File: src/design/rcsfr_pkg.sv
// Shared types and constants of the serial frame receiver.
package rcsfr_pkg;

   localparam int CHANNELS    = 14;
   localparam int FRAME_BYTES = 2 * CHANNELS;
   localparam int CH_W        = (CHANNELS > 1) ? $clog2(CHANNELS) : 1;
   localparam int POS_W       = $clog2(FRAME_BYTES + 1);
   localparam int ADDR_W      = 4;

   localparam logic [7:0]  HEADER_RESET = 8'd64;
   localparam logic [31:0] GAP_RESET    = 32'd3000;
   localparam logic [31:0] ALIVE_RESET  = 32'd1000000;

   // item kinds
   localparam logic KIND_POLL = 1'b0;
   localparam logic KIND_BYTE = 1'b1;

   // result event codes
   localparam logic [1:0] EV_CHANNEL = 2'd0;
   localparam logic [1:0] EV_ERROR   = 2'd1;
   localparam logic [1:0] EV_POLL    = 2'd2;

   // register indexes
   localparam logic [1:0] REG_HEADER = 2'd0;
   localparam logic [1:0] REG_GAP    = 2'd1;
   localparam logic [1:0] REG_ALIVE  = 2'd2;

   typedef enum logic [2:0] {
      PH_DISCARD,
      PH_HUNT,
      PH_DATA,
      PH_CKL,
      PH_CKH
   } phase_type;

   typedef enum logic [1:0] {
      CT_IDLE,
      CT_EXEC,
      CT_READ,
      CT_SEND
   } ctl_type;

   typedef struct packed {
      logic        kind;
      logic [7:0]  byte_value;
      logic [31:0] time_now;
   } req_type;

   typedef struct packed {
      logic [1:0]  event_res;
      logic [3:0]  channel_index;
      logic [15:0] channel_value;
      logic        last_of_frame;
      logic        link_alive;
   } rsp_type;

endpackage

File: src/design/rc_serial_frame_receiver.sv
// Top level of the radio-control serial frame receiver.
//
// Usage: one transaction on the req_ channel is either a poll carrying the
// current microsecond time or one received serial byte. Results leave on the
// rsp_ channel: a poll status for every poll, one checksum error for a bad
// frame, or CHANNELS channel words in order for a good frame.
// Sequencing: each item is captured in the input register, then executed by
// the control sequencer; no new item is taken before the sequencer is idle.
// Results: a poll status or an error is valid the edge after the execute
// cycle. A good frame is walked out of the word memory one channel at a
// time (read, then send; a send waits for rsp_ready while the output is full);
// no transaction is taken during the walk.
// Stall: the output register holds a result until rsp_ready; a new item is
// still captured then, and only a poll or checksum byte waits for the output.
// Reset: the parser sits in discard until the first poll, no good frame has
// been seen, and the registers take their default values. The word memory
// needs no clearing pass: a frame is written in full before it is read.
// Configuration: APB writes at byte addresses 0, 4 and 8; issue them only
// while the block is idle.
module rc_serial_frame_receiver (
   input  logic                          clock,
   input  logic                          reset,
   input  logic                          req_valid,
   output logic                          req_ready,
   input  rcsfr_pkg::req_type            req_data,
   output logic                          rsp_valid,
   input  logic                          rsp_ready,
   output rcsfr_pkg::rsp_type            rsp_data,
   input  logic                          psel,
   input  logic                          penable,
   input  logic                          pwrite,
   input  logic [rcsfr_pkg::ADDR_W-1:0]  paddr,
   input  logic [31:0]                   pwdata,
   output logic [31:0]                   prdata,
   output logic                          pready
);
   import rcsfr_pkg::*;

   // configuration registers
   logic [7:0]  header_ff;
   logic [31:0] gap_ff;
   logic [31:0] alive_ff;
   logic        cfg_we;
   logic [1:0]  cfg_idx;

   // control sequencer
   ctl_type ctl_ff, ctl_in;

   // captured item
   req_type item_ff;

   // parser state
   phase_type         phase_ff, phase_in;
   logic [POS_W-1:0]  pos_ff, pos_in;
   logic [15:0]       sum_ff, sum_in;
   logic [7:0]        ck_low_ff, ck_low_in;
   logic [7:0]        low_hold_ff, low_hold_in;
   logic [31:0]       last_good_ff, last_good_in;
   logic              never_good_ff, never_good_in;
   logic [31:0]       poll_time_ff, poll_time_in;
   logic [CH_W-1:0]   rd_idx_ff, rd_idx_in;

   // output register
   logic    rsp_valid_ff, rsp_valid_in;
   rsp_type rsp_data_ff, rsp_data_in;

   // word memory: one 16-bit channel word per entry
   logic [15:0]     frame_mem [CHANNELS];
   logic [15:0]     mem_q_ff;
   logic            mem_we;
   logic [CH_W-1:0] mem_wr_idx;

   // control strobes
   logic        out_free;
   logic        needs_slot;
   logic        is_ckh_byte;
   logic        checksum_ok;
   logic        exec_go;
   logic        mem_rd_en;
   logic        send_go;
   logic        last_word;
   logic [31:0] elapsed;

   // ---------------- configuration port ----------------
   assign pready  = 1'b1;
   assign cfg_idx = paddr[3:2];
   assign cfg_we  = psel & penable & pwrite;

   always_comb begin
      unique case (cfg_idx)
         REG_HEADER: prdata = {24'd0, header_ff};
         REG_GAP:    prdata = gap_ff;
         REG_ALIVE:  prdata = alive_ff;
         default:    prdata = 32'd0;
      endcase
   end

   always_ff @(posedge clock) begin
      if (reset) begin
         header_ff <= HEADER_RESET;
         gap_ff    <= GAP_RESET;
         alive_ff  <= ALIVE_RESET;
      end else if (cfg_we) begin
         unique case (cfg_idx)
            REG_HEADER: header_ff <= pwdata[7:0];
            REG_GAP:    gap_ff    <= pwdata;
            REG_ALIVE:  alive_ff  <= pwdata;
            default:    ; // no register here: drop the write
         endcase
      end
   end

   // ---------------- decisions on the captured item ----------------
   assign out_free    = ~rsp_valid_ff | rsp_ready;
   assign is_ckh_byte = (item_ff.kind == KIND_BYTE) && (phase_ff == PH_CKH);
   // polls and the final checksum byte need a free output slot to execute
   assign needs_slot  = (item_ff.kind == KIND_POLL) || is_ckh_byte;
   assign checksum_ok = (sum_ff == {item_ff.byte_value, ck_low_ff});
   assign elapsed     = item_ff.time_now - last_good_ff;
   assign last_word   = (rd_idx_ff == CH_W'(CHANNELS - 1));

   // ---------------- sequencer: next state ----------------
   always_comb begin
      ctl_in = ctl_ff;
      unique case (ctl_ff)
         CT_IDLE: begin
            if (req_valid) ctl_in = CT_EXEC;
         end
         CT_EXEC: begin
            if (!needs_slot || out_free) begin
               if (is_ckh_byte && checksum_ok) ctl_in = CT_READ;
               else                            ctl_in = CT_IDLE;
            end
         end
         CT_READ: ctl_in = CT_SEND;
         CT_SEND: begin
            if (out_free) ctl_in = last_word ? CT_IDLE : CT_READ;
         end
         default: ctl_in = CT_IDLE;
      endcase
   end

   // ---------------- sequencer: outputs ----------------
   always_comb begin
      req_ready = 1'b0;
      exec_go   = 1'b0;
      mem_rd_en = 1'b0;
      send_go   = 1'b0;
      unique case (ctl_ff)
         CT_IDLE: req_ready = 1'b1;
         CT_EXEC: exec_go   = ~needs_slot | out_free;
         CT_READ: mem_rd_en = 1'b1;
         CT_SEND: send_go   = out_free;
         default: ;
      endcase
   end

   // ---------------- parser datapath ----------------
   always_comb begin
      phase_in      = phase_ff;
      pos_in        = pos_ff;
      sum_in        = sum_ff;
      ck_low_in     = ck_low_ff;
      low_hold_in   = low_hold_ff;
      last_good_in  = last_good_ff;
      never_good_in = never_good_ff;
      poll_time_in  = poll_time_ff;
      rd_idx_in     = rd_idx_ff;
      rsp_data_in   = rsp_data_ff;
      rsp_valid_in  = rsp_valid_ff & ~rsp_ready;
      mem_we        = 1'b0;
      mem_wr_idx    = pos_ff[CH_W:1];

      if (exec_go) begin
         if (item_ff.kind == KIND_POLL) begin
            poll_time_in = item_ff.time_now;
            if (never_good_ff || (elapsed >= gap_ff)) phase_in = PH_HUNT;
            rsp_valid_in             = 1'b1;
            rsp_data_in              = '0;
            rsp_data_in.event_res    = EV_POLL;
            rsp_data_in.link_alive   = ~never_good_ff && (elapsed < alive_ff);
         end else begin
            unique case (phase_ff)
               PH_HUNT: begin
                  if (item_ff.byte_value == header_ff) begin
                     pos_in   = '0;
                     sum_in   = '0;
                     phase_in = PH_DATA;
                  end else begin
                     phase_in = PH_DISCARD;
                  end
               end
               PH_DATA: begin
                  // even position: low byte, hold it; odd: write the word
                  if (pos_ff[0]) begin
                     mem_we = 1'b1;
                     sum_in = sum_ff + {item_ff.byte_value, 8'd0};
                  end else begin
                     low_hold_in = item_ff.byte_value;
                     sum_in      = sum_ff + {8'd0, item_ff.byte_value};
                  end
                  pos_in = pos_ff + POS_W'(1);
                  if (pos_in == POS_W'(FRAME_BYTES)) phase_in = PH_CKL;
               end
               PH_CKL: begin
                  ck_low_in = item_ff.byte_value;
                  phase_in  = PH_CKH;
               end
               PH_CKH: begin
                  if (checksum_ok) begin
                     last_good_in  = poll_time_ff;
                     never_good_in = 1'b0;
                     phase_in      = PH_HUNT;
                     rd_idx_in     = '0;
                  end else begin
                     phase_in              = PH_DISCARD;
                     rsp_valid_in          = 1'b1;
                     rsp_data_in           = '0;
                     rsp_data_in.event_res = EV_ERROR;
                  end
               end
               default: ; // discard: ignore the byte
            endcase
         end
      end

      if (send_go) begin
         rsp_valid_in              = 1'b1;
         rsp_data_in               = '0;
         rsp_data_in.event_res     = EV_CHANNEL;
         rsp_data_in.channel_index = 4'(rd_idx_ff);
         rsp_data_in.channel_value = mem_q_ff;
         rsp_data_in.last_of_frame = last_word;
         if (!last_word) rd_idx_in = rd_idx_ff + CH_W'(1);
      end
   end

   // ---------------- registers ----------------
   always_ff @(posedge clock) begin
      if (reset) begin
         ctl_ff        <= CT_IDLE;
         phase_ff      <= PH_DISCARD;
         pos_ff        <= '0;
         sum_ff        <= '0;
         ck_low_ff     <= '0;
         last_good_ff  <= '0;
         never_good_ff <= 1'b1;
         poll_time_ff  <= '0;
         rd_idx_ff     <= '0;
         rsp_valid_ff  <= 1'b0;
      end else begin
         ctl_ff        <= ctl_in;
         phase_ff      <= phase_in;
         pos_ff        <= pos_in;
         sum_ff        <= sum_in;
         ck_low_ff     <= ck_low_in;
         last_good_ff  <= last_good_in;
         never_good_ff <= never_good_in;
         poll_time_ff  <= poll_time_in;
         rd_idx_ff     <= rd_idx_in;
         rsp_valid_ff  <= rsp_valid_in;
      end
   end

   // payload registers: no reset
   always_ff @(posedge clock) begin
      if (req_valid && req_ready) item_ff <= req_data;
      low_hold_ff <= low_hold_in;
      rsp_data_ff <= rsp_data_in;
   end

   // word memory: one write port, one registered read port
   always_ff @(posedge clock) begin
      if (mem_we) frame_mem[mem_wr_idx] <= {item_ff.byte_value, low_hold_ff};
      if (mem_rd_en) mem_q_ff <= frame_mem[rd_idx_ff];
   end

   assign rsp_valid = rsp_valid_ff;
   assign rsp_data  = rsp_data_ff;

endmodule
File: config.mk
export PLATFORM = sky130hd
export DESIGN_NAME = rc_serial_frame_receiver
export DESIGN_NICKNAME = d
export VERILOG_FILES = /design/src/design/rcsfr_pkg.sv /design/src/design/rc_serial_frame_receiver.sv
export SDC_FILE = /design/constraint.sdc
export NUM_CORES = 1
export LEC_CHECK = 0
export ABC_AREA = 1
export ABC_CLOCK_PERIOD_IN_PS = 4110
export BUFFER_PORTS_ARGS = -buffer_cell sky130_fd_sc_hd__buf_2
export CAP_MARGIN = 20
export CORE_MARGIN = 2
export CORE_UTILIZATION = 35
export DETAILED_ROUTE_END_ITERATION = 8
export GPL_TIMING_DRIVEN = 0
export PLACE_DENSITY_LB_ADDON = 0.3
export SKIP_CTS_REPAIR_TIMING = 1
export SLEW_MARGIN = 20
export SYNTH_ARGS = -nofsm -noshare
export SYNTH_HDL_FRONTEND = slang
export SYNTH_SLANG_ARGS = --single-unit
File: constraint.sdc
create_clock -name clock -period 4.11 [get_ports clock]
set_input_delay 0.822 -clock clock [delete_from_list [all_inputs] [get_ports clock]]
set_output_delay 0.822 -clock clock [all_outputs]
set_load 0.01 [all_outputs]
* Word-level counts from Yosys, hierarchy flattened
Memories as Yosys holds them, arrays and structs flattened. A register that Yosys moved wholly into a read port is not among the register bits.
Index checks and enable logic that the tools add are counted.
** Operators by class
- Add/subtract/negate cells :: 5
- Order comparisons :: 2
- Equality and inequality tests :: 23
- Multiplexer cells :: 44
- Bitwise gates (word level) :: 11
- Reduce and logical (&&, ||, !) cells :: 25
** Operators with widths (number)
- 32-bit one-hot mux with 3 select lines :: 1
- 24-bit 2-to-1 mux :: 3
- 22-bit 2-to-1 mux :: 2
- 32-bit greater-or-equal comparator :: 1
- 32-bit < comparator :: 1
- 16-bit 2-to-1 mux :: 2
- 16-bit one-hot mux with 2 select lines :: 1
- 32-bit subtractor :: 1
- 4-bit 2-to-1 mux :: 6
- 16-bit adder :: 1
- 16-bit by 8-bit adder with 16-bit output :: 1
- 16-bit == test :: 1
- 1-bit 2-to-1 mux :: 16
- 4-bit AND reduction :: 4
- 2-bit 2-to-1 mux :: 6
- 3-bit one-hot mux with 4 select lines :: 1
- 3-bit AND reduction :: 4
- 2-bit inequality test, second input constant :: 5
- 5-bit one-hot mux with 2 select lines :: 1
- 3-bit 2-to-1 mux :: 3
- 8-bit == test :: 1
- 2-bit one-hot mux with 4 select lines :: 1
- 2-bit AND reduction :: 4
- 2-bit == test, second input constant :: 3
- 22 further kinds :: 40
** Storage, ports and cells
- Register bits after elaboration :: 249
- Bits in writable memories :: 224
- Output and inout bits :: 59
- Memories :: 1
** Memories
- frame_mem :: words 14, bits a word 16, read ports 1, clocked after Yosys merged registers in 1, wr ports 1, RTL line rc_serial_frame_receiver.sv:68 : logic [15:0] frame_mem [CHANNELS];

* Longest topological paths before layout
- Word-level depth :: 9
- Depth in mapped cells :: 26
- Mapped depth without buffers :: 26

* Least setup slack after synthesis
OpenSTA, ideal clock, no wires.
- Kind :: in2reg
- Start :: input req_valid
- End :: register item_ff[0] in the netlist's numbering, enable pin
- Setup time :: 0.499 ns
- Data arrival time :: 3.828 ns
- Required time :: 3.611 ns
- Path slack :: -0.217 ns
- Cell stages on the path :: 1
- Buffers on the path :: 0
- Cell sequence :: nor3b_1
** Between the ends
- Word-level cells in the longest chain between the ends :: 1
** Ends and longest elaborated chain
- start, declared :: RTL line rc_serial_frame_receiver.sv:23 : input logic req_valid,
- 1-bit logical AND :: RTL line rc_serial_frame_receiver.sv:267 : if (req_valid && req_ready) item_ff <= req_data;
- end signal, assigned :: RTL line rc_serial_frame_receiver.sv:267
- end, declared :: RTL line rc_serial_frame_receiver.sv:50 : req_type item_ff;
Every way passes these cells.
A chain may end at the register's enable or synchronous reset.

* Worst setup path after layout
- Start :: register item_ff[2] in the netlist's numbering
- End :: register phase_ff[0]
** Between the ends
- Word-level cells in the longest chain between the ends :: 5
** Ends and longest elaborated chain
- 32-bit subtractor :: RTL line rc_serial_frame_receiver.sv:119 : assign elapsed = item_ff.time_now - last_good_ff;
- 32-bit greater-or-equal comparator :: RTL line rc_serial_frame_receiver.sv:177 : if (never_good_ff || (elapsed >= gap_ff)) phase_in = PH_HUNT;
- 1-bit logical OR :: RTL line rc_serial_frame_receiver.sv:177
- 2-bit nonzero test (no source line)
- 4-bit AND reduction (no source line)
- end signal, assigned :: RTL line rc_serial_frame_receiver.sv:253 : phase_ff <= phase_in;
- end, declared :: RTL line rc_serial_frame_receiver.sv:53 : phase_type phase_ff, phase_in;
Every way passes these cells.

==> flow_summary.json <==
{
  "clk_pin_slew_ps": 60,
  "fin_crit_ps": 3760,
  "slew_headroom": 0.297,
  "port_buffers": 138,
  "grt_max_degree": 23,
  "fp.dieH_um": 259,
  "fillers": 6280,
  "skew_ps": 13.2,
  "synthTopCellsByArea": "edfxtp_1, dfxtp_1, ha_1, o21ai_0, a21oi_1",
  "min_path_type": "in2reg",
  "grt_overflow_total": 0,
  "leakagePower_nw": 9.72,
  "synthCells": 2332,
  "worst_setup_path_start_kind": "flop",
  "critPathMaxFanout": 6,
  "detail_route.wl_per_cell_um": 19.5,
  "syn2layout_area_growth_pct": 15.8,
  "numCtsBuffers": 50,
  "first_iter_violations": 1558,
  "syn_nets": 2531,
  "row_count": 93,
  "synth_area_um2": 22700,
  "status": "finished clean",
  "ys_ff_latch": 489,
  "yosys_warnings": 0,
  "cp_num_cells": 18,
  "rsz0062_at_grt": "false",
  "antenna_left": 0,
  "diodes": 0,
  "endpoint_kind": "flop",
  "synth_top_area_share": 0.411,
  "initial_core_util": 0.353,
  "worst_slew_pin_slew_ps": 1050,
  "finalMaxSlewViolations": 0,
  "drc": 0,
  "synth_edf_count": 310,
  "avgSynthCellArea_um2": 9.72,
  "setup-violations-final": 0,
  "die-area_um2": 66800,
  "ioPinCount": 143,
  "hold-path-cell-count": 1,
  "crit_path_frequent_cell": "a21oi_1",
  "irDropWorstVdd_v": 0.000305,
  "grt_pass1_vias": 17500,
  "fmax_mhz": 266,
  "cts_num_sinks": 489,
  "crit_path_cell_trace": "ha_1 -> a21oi_1 -> nand2_1 -> a21oi_1 -> inv_1 -> a21oi_1 -> o21ai_0 -> xor2_1 -> ha_1 -> a21oi_1 -> o21a_1 -> nor2_1 -> nor2_1 -> nand2_1 -> nand2_1 -> nand2_1 -> a21oi_1 -> nor2_1",
  "vias": 17800,
  "cp_num_buf_inv": 1,
  "ff2ff_path_depth": 18,
  "clockBufferDepth": 3,
  "crit_family": "compound AO/OA/AOI/OAI gates",
  "final_nets": 2737,
  "yosysSeqAreaShare": 0.569,
  "fin_crit_sh": 0.914,
  "powerDensity_nw_per_um2": 404,
  "hold_viol": 0,
  "routed_wl_um": 66800,
  "cap_violations": 0,
  "drive_gt1_frac": 0.124,
  "antenna_found_initial": 0,
  "p_total_mw": 10.6,
  "path_class": "reg2reg",
  "yosys_most_used_dff": "edfxtp_1",
  "chipWidth_um": 259,
  "drt_pass1_iterations": 5,
  "grt_use_total": 0.197,
  "hpwl_um": 49300,
  "synthArstFlopShare": 0,
  "cpMaxStageDelayCell": "edfxtp_1",
  "slowest_delay_ps": 460,
  "coreArea_um2": 64200,
  "grt_first_pass_wirelength_um": 102000,
  "fin_ws_ps": 354,
  "whs_ps": 401,
  "htree_num_levels": 2,
  "worstPathRequired_ps": 4590,
  "place_ws_ps": 198,
  "viasPerCell": 5.21,
  "cts_tree": "done",
  "insertion_delay_ps": 590,
  "worstPathArrival_ps": 4230,
  "yosysTopAreaCell": "edfxtp_1",
  "place_congestion": 0.958,
  "root_buffer": "clkbuf_16",
  "yosys.cell_types.count": 50
}
routing by layer:
layer | global-route usage | wire, um | up-vias
met1 | 0.263 | 28800 | 8538
li1 | - | - | 8544
met2 | 0.328 | 31500 | 652
met4 | 0.0650 | 1990 | 0
met3 | 0.0296 | 4570 | 109
met5 | 0 | 0 | -
report_power, final:
group / total (mW) / internal, mW / switching (mW)
sequential: 5.36 / 5.28 / 0.0804
combinational: 0.855 / 0.301 / 0.554
clock: 4.38 / 2.47 / 1.91
worst reg2reg max path, stage by stage (launching register included):
cell      delay (ps)
edfxtp_1         460
ha_1             380
a21oi_1          150
nand2_1          130
a21oi_1          330
inv_1            120
a21oi_1          300
o21ai_0          150
xor2_1           320
ha_1             320
a21oi_1          180
o21a_1           150
nor2_1            40
nor2_1            80
nand2_1           90
nand2_1           80
nand2_1          140
a21oi_1          160
nor2_1            60
state kept, by name, indices dropped and copies added, names as in the netlist, 24 cells and up:
signal / count
item_ff: 41
last_good_ff: 32
rsp_data: 24
frame_mem: 224
poll_time_ff: 32
alive_ff: 32
gap_ff: 32
layout make-up:
class | count | area, um2 | area share
clock inverters | 20 | 165 | 0.00629
inverters | 223 | 837 | 0.0319
flip-flops and latches | 489 | 12900 | 0.491
clock buffers | 65 | 1380 | 0.0525
multi-input cells | 1519 | 8540 | 0.325
well taps | 855 | 1070 | 0.0408
repair buffers | 154 | 908 | 0.0346
plain buffers | 101 | 453 | 0.0173
cells in the final DEF (no fill, tap or decap), drive strengths merged:
cell	instances
o21a	7
edfxtp	310
o2111ai	1
a21oi	261
o22ai	46
clkbuf	140
o211ai	22
bufinv	2
nand4	17
inv	219
nand3	76
a211oi	3
nor3	20
or2	11
conb	1
nor4	4
nor3b	1
a21o	6
a31oi	5
dfxtp	179
or3	1
o221ai	34
nand3b	2
xnor2	20
clkinv	20
fa	3
clkinvlp	2
o21ai	254
xor2	27
ha	112
nand2	322
o21bai	5
nor2	256
buf	180
a21boi	2
stage by stage:
stage	setup TNS (ps)	util	instances	area, um2
floorplan	0	-	2332	22700
global placement	-9420	0.380	3325	24400
detailed placement	0	0.384	3340	24700
CTS	0	0.408	3425	26200
global route	0	0.409	3426	26200
finish	0	0.409	3426	26200
Yosys cell counts, types with 3 or more instances:
master	count
a21o_1	6
a21oi_1	241
a21oi_2	20
a31oi_1	5
buf_2	14
buf_4	7
buf_6	4
clkbuf_1	75
clkinv_1	4
dfxtp_1	179
edfxtp_1	310
fa_1	3
ha_1	112
inv_1	212
inv_2	7
nand2_1	320
nand3_1	73
nand4_1	17
nor2_1	250
nor2_2	4
nor3_1	17
nor4_1	4
o211ai_1	22
o21a_1	7
o21ai_0	250
o21ai_1	3
o21bai_1	5
o221ai_1	34
o22ai_1	46
or2_2	10
xnor2_1	20
xor2_1	27
path summary, 6_finish.rpt:
| kind | start | to | slack (ps) |
|---|---|---|---|
| max | item_ff[2] | phase_ff[0] | 350 |
| min | req_data[19] | item_ff[19] | 400 |
| max reg2reg | item_ff[2] | phase_ff[0] | 350 |
| min reg2reg | poll_time_ff[29] | poll_time_ff[29] | 460 |
logic make-up after synthesis:
family                   Yosys count  synth area share
AND/OR/NAND/NOR                  710             0.131
AO/OA/AOI/OAI                    646             0.160
flip-flops                       489             0.569
buffers and inverters            324            0.0569
adder cells (fa/ha/maj)          115            0.0645
XOR/XNOR                          47            0.0182
other                              1          0.000165
Power figures use the tool's default switching activity.
